$ cat src/wftc_pkg.sv
`timescale 1ns / 1ps
// ----------------------------------------------------------------------------
// wftc_pkg
// Shared types, field widths and codes for the wildcard five-tuple packet
// classifier: operation codes, verdict and status codes, beat payloads.
// ----------------------------------------------------------------------------
package wftc_pkg;

    // Default table shape
    localparam int RULE_COUNT_DEF = 16;
    localparam int HOOK_COUNT_DEF = 5;
    localparam int IFACE_BITS_DEF = 8;

    // Fixed field widths of the beats
    localparam int OP_W     = 2;
    localparam int SLOT_W   = 4;
    localparam int HOOK_W   = 3;
    localparam int IFNUM_W  = 8;
    localparam int PROTO_W  = 8;
    localparam int ADDR_W   = 32;
    localparam int PORT_W   = 16;

    // Operation codes
    typedef enum logic [OP_W-1:0] {
        OP_CLASSIFY = 2'd0,
        OP_ADD      = 2'd1,
        OP_REMOVE   = 2'd2
    } op_t;

    // Verdict codes
    localparam logic VERDICT_ACCEPT = 1'b0;
    localparam logic VERDICT_DIVERT = 1'b1;

    // Status codes
    localparam logic STATUS_OK       = 1'b0;
    localparam logic STATUS_BAD_HOOK = 1'b1;

    // One request beat
    typedef struct packed {
        logic [OP_W-1:0]    operation;
        logic [SLOT_W-1:0]  rule_slot;
        logic [HOOK_W-1:0]  hook_point;
        logic [IFNUM_W-1:0] in_interface;
        logic [IFNUM_W-1:0] out_interface;
        logic [PROTO_W-1:0] protocol_number;
        logic [ADDR_W-1:0]  source_address;
        logic [ADDR_W-1:0]  dest_address;
        logic [PORT_W-1:0]  source_port;
        logic [PORT_W-1:0]  dest_port;
        logic               has_ip_header;
        logic               has_transport_header;
    } req_item_t;

    // One result beat
    typedef struct packed {
        logic              verdict;
        logic [SLOT_W-1:0] matched_slot;
        logic              op_status;
    } rsp_item_t;

endpackage

$ cat src/wftc_req_if.sv
`timescale 1ns / 1ps
// ----------------------------------------------------------------------------
// wftc_req_if
// Request channel: valid/ready handshake carrying one classify, add or
// remove beat.
// ----------------------------------------------------------------------------
interface wftc_req_if;
    import wftc_pkg::*;

    logic               valid;
    logic               ready;
    logic [OP_W-1:0]    operation;
    logic [SLOT_W-1:0]  rule_slot;
    logic [HOOK_W-1:0]  hook_point;
    logic [IFNUM_W-1:0] in_interface;
    logic [IFNUM_W-1:0] out_interface;
    logic [PROTO_W-1:0] protocol_number;
    logic [ADDR_W-1:0]  source_address;
    logic [ADDR_W-1:0]  dest_address;
    logic [PORT_W-1:0]  source_port;
    logic [PORT_W-1:0]  dest_port;
    logic               has_ip_header;
    logic               has_transport_header;

    modport source (
        output valid, operation, rule_slot, hook_point, in_interface,
               out_interface, protocol_number, source_address, dest_address,
               source_port, dest_port, has_ip_header, has_transport_header,
        input  ready
    );

    modport sink (
        input  valid, operation, rule_slot, hook_point, in_interface,
               out_interface, protocol_number, source_address, dest_address,
               source_port, dest_port, has_ip_header, has_transport_header,
        output ready
    );
endinterface

$ cat src/wftc_rsp_if.sv
`timescale 1ns / 1ps
// ----------------------------------------------------------------------------
// wftc_rsp_if
// Result channel: valid/ready handshake carrying the verdict, matched slot
// and operation status of one beat.
// ----------------------------------------------------------------------------
interface wftc_rsp_if;
    import wftc_pkg::*;

    logic              valid;
    logic              ready;
    logic              verdict;
    logic [SLOT_W-1:0] matched_slot;
    logic              op_status;

    modport source (
        output valid, verdict, matched_slot, op_status,
        input  ready
    );

    modport sink (
        input  valid, verdict, matched_slot, op_status,
        output ready
    );
endinterface

$ cat src/wildcard_five_tuple_packet_classifier_top.sv
`timescale 1ns / 1ps
// ----------------------------------------------------------------------------
// wildcard_five_tuple_packet_classifier_top
// Rule table of wildcard five-tuple capture rules with most-recent-wins
// classification of packet headers.
// ----------------------------------------------------------------------------
// Usage
//   req: one beat per operation. Classify compares the header against all
//        rules at once; add writes a rule into a slot and makes it the most
//        recent one; remove clears a slot.
//   rsp: exactly one beat per request, in request order: verdict and
//        matched_slot for classify, op_status for add (bad hook point).
//   Path: request beat into the input register, then compare and table
//   update into the result register.
//   Throughput: one beat per cycle while rsp is not held; the table update of
//   one beat is seen by the very next beat, as the whole compare, priority
//   pick and rank update sit between the input and the result register.
//   Reset: all rules become invalid and recency ranks clear; rule contents
//   are not cleared and need no sweep.
//   Stall: while rsp is held, the result register keeps its beat and the
//   input register takes one more beat, then req.ready drops until rsp
//   moves.
// ----------------------------------------------------------------------------
module wildcard_five_tuple_packet_classifier_top #(
    parameter int RULE_COUNT = wftc_pkg::RULE_COUNT_DEF,
    parameter int HOOK_COUNT = wftc_pkg::HOOK_COUNT_DEF,
    parameter int IFACE_BITS = wftc_pkg::IFACE_BITS_DEF
) (
    input  logic       clk,
    input  logic       rst_n,
    wftc_req_if.sink   req,
    wftc_rsp_if.source rsp
);
    import wftc_pkg::*;

    localparam int IDX_W  = $clog2(RULE_COUNT);
    localparam int RANK_W = $clog2(RULE_COUNT);

    // Pipeline registers
    logic      in_valid_reg;
    req_item_t in_item_reg;
    logic      out_valid_reg;
    rsp_item_t out_item_reg;
    rsp_item_t out_item_next;

    // Rule table: control state
    logic [RULE_COUNT-1:0] rule_valid_reg;
    logic [RULE_COUNT-1:0] rule_valid_next;
    logic [RANK_W-1:0]     rule_rank_reg  [RULE_COUNT];
    logic [RANK_W-1:0]     rule_rank_next [RULE_COUNT];

    // Rule table: contents
    logic [HOOK_W-1:0]     rule_hook_reg   [RULE_COUNT];
    logic [IFACE_BITS-1:0] rule_in_reg     [RULE_COUNT];
    logic [IFACE_BITS-1:0] rule_out_reg    [RULE_COUNT];
    logic [PROTO_W-1:0]    rule_proto_reg  [RULE_COUNT];
    logic [ADDR_W-1:0]     rule_saddr_reg  [RULE_COUNT];
    logic [ADDR_W-1:0]     rule_daddr_reg  [RULE_COUNT];
    logic [PORT_W-1:0]     rule_sport_reg  [RULE_COUNT];
    logic [PORT_W-1:0]     rule_dport_reg  [RULE_COUNT];

    // Processing signals
    logic                  advance;
    logic                  process;
    logic [IDX_W-1:0]      slot_idx;
    logic                  slot_in_range;
    logic                  slot_valid;
    logic [RANK_W-1:0]     slot_rank;
    logic                  hook_ok;
    logic [IFACE_BITS-1:0] pkt_in;
    logic [IFACE_BITS-1:0] pkt_out;
    logic [RANK_W-1:0]     others_count;
    logic [RULE_COUNT-1:0] is_slot;
    logic [RULE_COUNT-1:0] rule_match;
    logic [RULE_COUNT-1:0] rule_win;
    logic                  do_add;
    logic                  do_remove;
    logic                  any_match;
    logic [SLOT_W-1:0]     win_slot;

    // Handshake: result register moves when empty or taken
    assign advance   = !out_valid_reg || rsp.ready;
    assign req.ready = !in_valid_reg || advance;
    assign process   = in_valid_reg && advance;

    assign rsp.valid        = out_valid_reg;
    assign rsp.verdict      = out_item_reg.verdict;
    assign rsp.matched_slot = out_item_reg.matched_slot;
    assign rsp.op_status    = out_item_reg.op_status;

    // Decode the addressed slot and the packet interface numbers
    assign slot_in_range = (32'(in_item_reg.rule_slot) < RULE_COUNT);
    assign slot_idx      = IDX_W'(in_item_reg.rule_slot);
    assign slot_valid    = slot_in_range && rule_valid_reg[slot_idx];
    assign slot_rank     = rule_rank_reg[slot_idx];
    assign hook_ok       = (32'(in_item_reg.hook_point) < HOOK_COUNT);
    assign pkt_in        = IFACE_BITS'(in_item_reg.in_interface);
    assign pkt_out       = IFACE_BITS'(in_item_reg.out_interface);

    // Compare the header against every rule in parallel
    always_comb
    begin
        for (int i = 0; i < RULE_COUNT; i++)
        begin
            logic if_ok;
            logic ip_ok;
            logic tp_ok;
            if_ok = (rule_in_reg[i] == '0 || rule_in_reg[i] == pkt_in) &&
                    (rule_out_reg[i] == '0 || rule_out_reg[i] == pkt_out);
            ip_ok = !in_item_reg.has_ip_header ||
                    ((rule_proto_reg[i] == '0 ||
                      rule_proto_reg[i] == in_item_reg.protocol_number) &&
                     (rule_saddr_reg[i] == '0 ||
                      rule_saddr_reg[i] == in_item_reg.source_address) &&
                     (rule_daddr_reg[i] == '0 ||
                      rule_daddr_reg[i] == in_item_reg.dest_address));
            tp_ok = !in_item_reg.has_transport_header ||
                    ((rule_sport_reg[i] == '0 ||
                      rule_sport_reg[i] == in_item_reg.source_port) &&
                     (rule_dport_reg[i] == '0 ||
                      rule_dport_reg[i] == in_item_reg.dest_port));
            rule_match[i] = rule_valid_reg[i] &&
                            rule_hook_reg[i] == in_item_reg.hook_point &&
                            if_ok && ip_ok && tp_ok;
        end
    end

    // Pick the matching rule that no more recent matching rule outranks
    always_comb
    begin
        for (int i = 0; i < RULE_COUNT; i++)
        begin
            logic beaten;
            beaten = 1'b0;
            for (int j = 0; j < RULE_COUNT; j++)
            begin
                if (j != i && rule_match[j] && rule_rank_reg[j] > rule_rank_reg[i])
                begin
                    beaten = 1'b1;
                end
            end
            rule_win[i] = rule_match[i] && !beaten;
        end
    end

    // Encode the winner; ranks are unique so at most one bit is set
    always_comb
    begin
        win_slot = '0;
        for (int i = 0; i < RULE_COUNT; i++)
        begin
            if (rule_win[i])
            begin
                win_slot = win_slot | SLOT_W'(i);
            end
        end
    end
    assign any_match = |rule_win;

    // Count valid rules other than the addressed slot
    always_comb
    begin
        others_count = '0;
        for (int i = 0; i < RULE_COUNT; i++)
        begin
            is_slot[i] = slot_in_range && (slot_idx == IDX_W'(i));
            if (rule_valid_reg[i] && !is_slot[i])
            begin
                others_count = others_count + RANK_W'(1);
            end
        end
    end

    // Decode the operation and build the result beat
    always_comb
    begin
        do_add        = 1'b0;
        do_remove     = 1'b0;
        out_item_next = '0;
        unique case (in_item_reg.operation)
            OP_CLASSIFY:
            begin
                out_item_next.verdict      = any_match ? VERDICT_DIVERT : VERDICT_ACCEPT;
                out_item_next.matched_slot = any_match ? win_slot : '0;
                out_item_next.op_status    = STATUS_OK;
            end
            OP_ADD:
            begin
                out_item_next.op_status = hook_ok ? STATUS_OK : STATUS_BAD_HOOK;
                do_add = hook_ok && slot_in_range;
            end
            OP_REMOVE:
            begin
                do_remove = slot_valid;
            end
            default:
            begin
                out_item_next = '0;
            end
        endcase
    end

    // Next valid bits and recency ranks
    always_comb
    begin
        rule_valid_next = rule_valid_reg;
        for (int i = 0; i < RULE_COUNT; i++)
        begin
            rule_rank_next[i] = rule_rank_reg[i];
            if (do_add || do_remove)
            begin
                if (is_slot[i])
                begin
                    rule_valid_next[i] = do_add;
                    rule_rank_next[i]  = do_add ? others_count : '0;
                end
                else if (slot_valid && rule_valid_reg[i] && rule_rank_reg[i] > slot_rank)
                begin
                    // close the gap left by the slot leaving the order
                    rule_rank_next[i] = rule_rank_reg[i] - RANK_W'(1);
                end
            end
        end
    end

    // Input register
    always_ff @(posedge clk or negedge rst_n)
    begin
        if (!rst_n)
        begin
            in_valid_reg <= 1'b0;
        end
        else if (req.ready)
        begin
            in_valid_reg <= req.valid;
        end
    end

    always_ff @(posedge clk)
    begin
        if (req.ready && req.valid)
        begin
            in_item_reg.operation            <= req.operation;
            in_item_reg.rule_slot            <= req.rule_slot;
            in_item_reg.hook_point           <= req.hook_point;
            in_item_reg.in_interface         <= req.in_interface;
            in_item_reg.out_interface        <= req.out_interface;
            in_item_reg.protocol_number      <= req.protocol_number;
            in_item_reg.source_address       <= req.source_address;
            in_item_reg.dest_address         <= req.dest_address;
            in_item_reg.source_port          <= req.source_port;
            in_item_reg.dest_port            <= req.dest_port;
            in_item_reg.has_ip_header        <= req.has_ip_header;
            in_item_reg.has_transport_header <= req.has_transport_header;
        end
    end

    // Result register
    always_ff @(posedge clk or negedge rst_n)
    begin
        if (!rst_n)
        begin
            out_valid_reg <= 1'b0;
        end
        else if (advance)
        begin
            out_valid_reg <= in_valid_reg;
        end
    end

    always_ff @(posedge clk)
    begin
        if (process)
        begin
            out_item_reg <= out_item_next;
        end
    end

    // Rule control state
    always_ff @(posedge clk or negedge rst_n)
    begin
        if (!rst_n)
        begin
            rule_valid_reg <= '0;
            for (int i = 0; i < RULE_COUNT; i++)
            begin
                rule_rank_reg[i] <= '0;
            end
        end
        else if (process)
        begin
            rule_valid_reg <= rule_valid_next;
            for (int i = 0; i < RULE_COUNT; i++)
            begin
                rule_rank_reg[i] <= rule_rank_next[i];
            end
        end
    end

    // Rule contents: written by add only
    always_ff @(posedge clk)
    begin
        for (int i = 0; i < RULE_COUNT; i++)
        begin
            if (process && do_add && is_slot[i])
            begin
                rule_hook_reg[i]  <= in_item_reg.hook_point;
                rule_in_reg[i]    <= pkt_in;
                rule_out_reg[i]   <= pkt_out;
                rule_proto_reg[i] <= in_item_reg.protocol_number;
                rule_saddr_reg[i] <= in_item_reg.source_address;
                rule_daddr_reg[i] <= in_item_reg.dest_address;
                rule_sport_reg[i] <= in_item_reg.source_port;
                rule_dport_reg[i] <= in_item_reg.dest_port;
            end
        end
    end

endmodule

$ cat src/flat_wrapper.sv
// flat-port wrapper written by rule: the top's interface ports become plain ports
module wildcard_five_tuple_packet_classifier_top_flat import wftc_pkg::*;
#(
    parameter int RULE_COUNT = wftc_pkg::RULE_COUNT_DEF,
    parameter int HOOK_COUNT = wftc_pkg::HOOK_COUNT_DEF,
    parameter int IFACE_BITS = wftc_pkg::IFACE_BITS_DEF
)
  (clk, rst_n, req_valid, req_operation, req_rule_slot, req_hook_point, req_in_interface, req_out_interface, req_protocol_number, req_source_address, req_dest_address, req_source_port, req_dest_port, req_has_ip_header, req_has_transport_header, req_ready, rsp_valid, rsp_verdict, rsp_matched_slot, rsp_op_status, rsp_ready);
  wftc_req_if req_i ();
  wftc_rsp_if rsp_i ();
  input  logic clk;
  input  logic rst_n;
  input wire logic [$bits(req_i.valid)-1:0] req_valid;
  input wire logic [$bits(req_i.operation)-1:0] req_operation;
  input wire logic [$bits(req_i.rule_slot)-1:0] req_rule_slot;
  input wire logic [$bits(req_i.hook_point)-1:0] req_hook_point;
  input wire logic [$bits(req_i.in_interface)-1:0] req_in_interface;
  input wire logic [$bits(req_i.out_interface)-1:0] req_out_interface;
  input wire logic [$bits(req_i.protocol_number)-1:0] req_protocol_number;
  input wire logic [$bits(req_i.source_address)-1:0] req_source_address;
  input wire logic [$bits(req_i.dest_address)-1:0] req_dest_address;
  input wire logic [$bits(req_i.source_port)-1:0] req_source_port;
  input wire logic [$bits(req_i.dest_port)-1:0] req_dest_port;
  input wire logic [$bits(req_i.has_ip_header)-1:0] req_has_ip_header;
  input wire logic [$bits(req_i.has_transport_header)-1:0] req_has_transport_header;
  output wire logic [$bits(req_i.ready)-1:0] req_ready;
  output wire logic [$bits(rsp_i.valid)-1:0] rsp_valid;
  output wire logic [$bits(rsp_i.verdict)-1:0] rsp_verdict;
  output wire logic [$bits(rsp_i.matched_slot)-1:0] rsp_matched_slot;
  output wire logic [$bits(rsp_i.op_status)-1:0] rsp_op_status;
  input wire logic [$bits(rsp_i.ready)-1:0] rsp_ready;
  assign req_i.valid = req_valid;
  assign req_i.operation = req_operation;
  assign req_i.rule_slot = req_rule_slot;
  assign req_i.hook_point = req_hook_point;
  assign req_i.in_interface = req_in_interface;
  assign req_i.out_interface = req_out_interface;
  assign req_i.protocol_number = req_protocol_number;
  assign req_i.source_address = req_source_address;
  assign req_i.dest_address = req_dest_address;
  assign req_i.source_port = req_source_port;
  assign req_i.dest_port = req_dest_port;
  assign req_i.has_ip_header = req_has_ip_header;
  assign req_i.has_transport_header = req_has_transport_header;
  assign req_ready = req_i.ready;
  assign rsp_valid = rsp_i.valid;
  assign rsp_verdict = rsp_i.verdict;
  assign rsp_matched_slot = rsp_i.matched_slot;
  assign rsp_op_status = rsp_i.op_status;
  assign rsp_i.ready = rsp_ready;
  wildcard_five_tuple_packet_classifier_top #(.RULE_COUNT(RULE_COUNT), .HOOK_COUNT(HOOK_COUNT), .IFACE_BITS(IFACE_BITS)) u_core (.clk(clk), .rst_n(rst_n), .req(req_i), .rsp(rsp_i));
endmodule
$ cat config.mk
export PLATFORM = sky130hd
export DESIGN_NAME = wildcard_five_tuple_packet_classifier_top_flat
export DESIGN_NICKNAME = d
export VERILOG_FILES = /design/src/wftc_pkg.sv /design/src/wftc_req_if.sv /design/src/wftc_rsp_if.sv /design/src/wildcard_five_tuple_packet_classifier_top.sv /design/src/flat_wrapper.sv
export SDC_FILE = /design/constraint.sdc
export NUM_CORES = 2
export LEC_CHECK = 0
export CORE_MARGIN = 2
export CORE_UTILIZATION = 50
export CTS_CLUSTER_DIAMETER = 80
export CTS_CLUSTER_SIZE = 10
export DETAILED_ROUTE_END_ITERATION = 10
export DONT_BUFFER_PORTS = 1
export HOLD_SLACK_MARGIN = 0.02
export PLACE_DENSITY = 0.68
export SYNTH_ARGS = -nofsm -noshare
export SYNTH_HDL_FRONTEND = slang
export SYNTH_SLANG_ARGS = --single-unit
$ cat constraint.sdc
create_clock -name clk -period 8.9 [get_ports clk]
set_input_delay 0.89 -clock clk [delete_from_list [all_inputs] [get_ports clk]]
set_output_delay 0.89 -clock clk [all_outputs]
set_load 0.01 [all_outputs]
==> impl_metrics.toml <==
[detailed_routing]
drc = 0
ant_nets = 0
routed_via_density = 6.43
drt_first_pass_iters = 8
wl_per_cell_um = 28.5
via_count = 72008
dr.first_iter.drc_count = 7802
drt_wl_total_um = 319000

[sta]
setup_viol = 0
fin_crit_ns = 8.84
setup_ws_ns = 0.0568
finalHoldViolCount = 0
rsz0062_at_grt = "true"
fmax_ghz = 0.113
post-route-period-util_pct = 99.4
max-slew-margin-rel_pct = 13.7
tightest_slew_ns = 1.29
maxSlewViolCount = 0
final.setup_skew_ns = 0.0695

[die]
ioPinCount = 143
row_count = 172
die_x_um = 473
initial_utilization_pct = 50.1
core_area_um2 = 219000
die_y_um = 473
floorplan.die_area_um2 = 223000

[power_and_ir_drop]
leakage_nw = 42.0
p_per_area_nw_per_um2 = 209
p_switching_mw = 7.11
comb_power_share_pct = 19.9
seqPwrFrac_pct = 45.8
internal_power_mw = 18.4
peakVddDrop_uv = 232
finalPower_mw = 25.5
p_sw_share_pct = 27.9
clockPowerShare_pct = 34.3

[placed_design]
placed_cell_area_um2 = 115000
dp_hpwl_um = 199000
dp_slack_ns = -0.166
io_buffers = 0
dp.cells = 10849
gp_congestion = 0.960

[final_layout]
final_area_um2 = 122000
regArea_um2 = 65300
area_growth_pct = 11.4
n_fill_cell = 17108
multi_input_area_um2 = 43500
nets = 8988
drive_gt1_share_pct = 8.76
final_cells = 11200

[synth]
synth_edf_count = 2105
ys_async_sr_fraction_pct = 3.75
synth_seq_area_share_pct = 59.4
syn-instance-count = 8004
syn_avg_cell_area_um2 = 13.7
synthFlopType = "edfxtp_1"
synthesis.area_um2 = 110000
yosys_warnings = 0
syn-num-nets = 8712
synth-seq-cells = 2187
ys_types = 82

[grt]
grt_overflow_total = 0
grtUsageTotal_pct = 27.9
grt_first_pass_wirelength_um = 467000
antenna_found_initial = 19
grt_max_degree = 124
grt_pass1_vias = 72502

[min_path]
hp-class = "in -> reg"
hold_end = "u_core.in_item_reg[92]"
hold_depth = 0
hp-start = "req_source_address[26]"

[critical_path]
setup.worst_path.start_class = "flop"
rrSetupSlack_ns = 0.06
cpMaxStageDelayCell = "or4b_4"
max_stage_delay_ns = 0.61
crit_fanout = 8
reg2reg_to = "u_core.rule_rank_reg[19]"
criticalPathCategory = "reg -> reg"
r2r_start = "u_core.slot_idx[3]"
cp.required_ns = 9.69
reg2reg_depth = 45
arrival_ns = 9.63
endpoint_kind = "flop"

[job]
maxCapViolCount = 0

[clock_tree]
clock_latency_ns = 0.91
clk_pin_slew_ns = 0.06
cts_tree = "done"
cts_htree_levels = 4
clock-sinks = 2187
numCtsBuffers = 240
cts_root_buf = "clkbuf_16"
clock_path_buffers = 3

[outcome]
status = "finished, final reports clean"
-- per-layer routing --
layer,global-route usage [%],routed length (um)
met3,4.71,27100
met5,0,36
met4,11.6,13900
met1,38.3,132000
met2,44.2,146000
-- critical path, delay by kind of cell, from the launching register on --
family                   cells  cell delay, ns
AO/OA/AOI/OAI               15            2.51
AND/OR/NAND/NOR             12            2.29
adder cells (fa/ha/maj)      6            1.47
XOR/XNOR                     6            0.87
multiplexers                 2            0.70
buffers and inverters        4            0.46
flip-flops                   1            0.44
-- metrics by stage --
stage	setup TNS, ns	util, %	hold slack (ns)
final	0	55.8	0.0847
after detailed placement	-2.64	52.3	0.476
after global routing	-10.29	55.8	0.0393
after CTS	0	55.6	0.0202
after floorplan	0	-	0.449
after global placement	-1.57	52.3	0.468
-- what timing repair did --
| item | CTS | global route |
|---|---|---|
| hold endpoints to repair | 124 | 0 |
| cloned | 1 | 1 |
| pin swaps | 14 | 43 |
| setup buffers | 6 | 8 |
| hold buffers | 44 | 0 |
| setup endpoints to repair | 32 | 47 |
| resized for setup | 16 | 64 |
-- synth_stat cells, drive strengths merged, types with 5 or more instances --
| cell | n | area share, % |
|---|---|---|
| edfxtp | 2105 | 58 |
| xor2 | 1799 | 14 |
| nor4 | 938 | 5.3 |
| ha | 573 | 6.5 |
| nand4 | 270 | 1.5 |
| clkbuf | 264 | 0.90 |
| o21ai | 224 | 1.0 |
| xnor2 | 213 | 1.8 |
| a21oi | 210 | 0.96 |
| nor2b | 138 | 0.79 |
| nand2b | 130 | 0.74 |
| nor2 | 109 | 0.37 |
| nand2 | 93 | 0.32 |
| inv | 89 | 0.30 |
| dfrtp | 82 | 1.9 |
| a41o | 69 | 0.63 |
| a22oi | 68 | 0.46 |
| buf | 60 | 0.23 |
| o22ai | 60 | 0.34 |
| nand3 | 57 | 0.26 |
| nor3 | 51 | 0.23 |
| a41oi | 50 | 0.40 |
| a221oi | 39 | 0.37 |
| o21a | 34 | 0.23 |
| o31ai | 26 | 0.18 |
| a31oi | 25 | 0.14 |
| mux4 | 25 | 0.51 |
| a22o | 24 | 0.19 |
| and3 | 23 | 0.13 |
| o2111ai | 20 | 0.16 |
| and2 | 19 | 0.11 |
| mux2 | 12 | 0.13 |
| o221ai | 12 | 0.096 |
| a2111oi | 8 | 0.064 |
| a21o | 8 | 0.055 |
| a221o | 8 | 0.073 |
| a211oi | 6 | 0.041 |
| xnor3 | 6 | 0.13 |
| nand3b | 5 | 0.034 |
| or2 | 5 | 0.031 |
-- cell families after synthesis --
family          after synthesis  share of synthesized area, %
compound gates              914                          5.61
xor+xnor                   2018                          16.2
fa+ha+maj                   573                          6.53
buf+inv                     414                          1.44
flops                      2187                          59.4
mux                          39                         0.657
simple gates               1859                          10.1
-- power groups by stage --
| stage | registers (mW) | clock network, mW | logic [mW] |
|---|---|---|---|
| final | 11.7 | 8.76 | 5.09 |
| after global routing | 11.7 | 9.27 | 5.52 |
| after CTS | 11.7 | 8.87 | 4.74 |
| after floorplan | 11.9 | 0 | 3.04 |
| after global placement | 11.9 | 0 | 4.44 |
| after detailed placement | 11.9 | 0 | 4.65 |
-- worst max-delay path by stage --
stage,startpoint,end,slack [ns]
after floorplan,u_core.slot_idx[2],u_core.rule_rank_reg[50],0.01
after global placement,u_core.slot_idx[0],u_core.rule_rank_reg[14],-0.08
after detailed placement,u_core.slot_idx[0],u_core.rule_rank_reg[42],-0.17
after CTS,u_core.slot_idx[2],u_core.rule_rank_reg[19],0.03
after global routing,u_core.slot_idx[0],u_core.rule_rank_reg[50],-0.36
final,u_core.slot_idx[3],u_core.rule_rank_reg[19],0.06
-- area by class of cell --
class                           count  share of cell area [%]
Clock buffer                      265                    5.03
Multi-Input combinational cell   5404                    35.6
Inverter                           90                   0.276
Sequential cell                  2187                    53.4
Timing Repair Buffer              357                    2.39
Tap cell                         2871                    2.94
Antenna cell                        4                 0.00818
Clock inverter                     22                   0.401
-- cell usage in the layout, fill, tap and decap left out, types with 12 or more instances in the layout --
| cell type | synthesis | routed |
|---|---|---|
| nor3_1 | 51 | 49 |
| a221oi_1 | 32 | 26 |
| and2_1 | 17 | 14 |
| clkinv_16 | 0 | 12 |
| mux4_2 | 25 | 25 |
| o22ai_1 | 60 | 59 |
| nand2_1 | 92 | 88 |
| o21ai_0 | 224 | 211 |
| a41o_1 | 69 | 69 |
| a41oi_1 | 50 | 50 |
| clkbuf_1 | 263 | 21 |
| xnor2_1 | 208 | 205 |
| nor4_1 | 938 | 938 |
| buf_4 | 0 | 302 |
| o21a_1 | 34 | 34 |
| nand2b_1 | 130 | 130 |
| a31oi_1 | 25 | 23 |
| inv_1 | 89 | 88 |
| dfrtp_1 | 82 | 82 |
| a21oi_2 | 2 | 13 |
| nor2b_1 | 138 | 137 |
| dlygate4sd3_1 | 0 | 43 |
| a22o_1 | 24 | 24 |
| clkbuf_16 | 0 | 242 |
| nor2_1 | 108 | 89 |
| and3_1 | 23 | 22 |
| o2111ai_1 | 20 | 20 |
| xor2_1 | 1799 | 1798 |
| nand4_1 | 270 | 270 |
| a21oi_1 | 208 | 196 |
| o31ai_1 | 26 | 26 |
| edfxtp_1 | 2105 | 2105 |
| a22oi_1 | 68 | 65 |
| nand3_1 | 57 | 53 |
| ha_1 | 573 | 567 |
| nor2_4 | 0 | 17 |
Power figures use the tool's default switching activity.
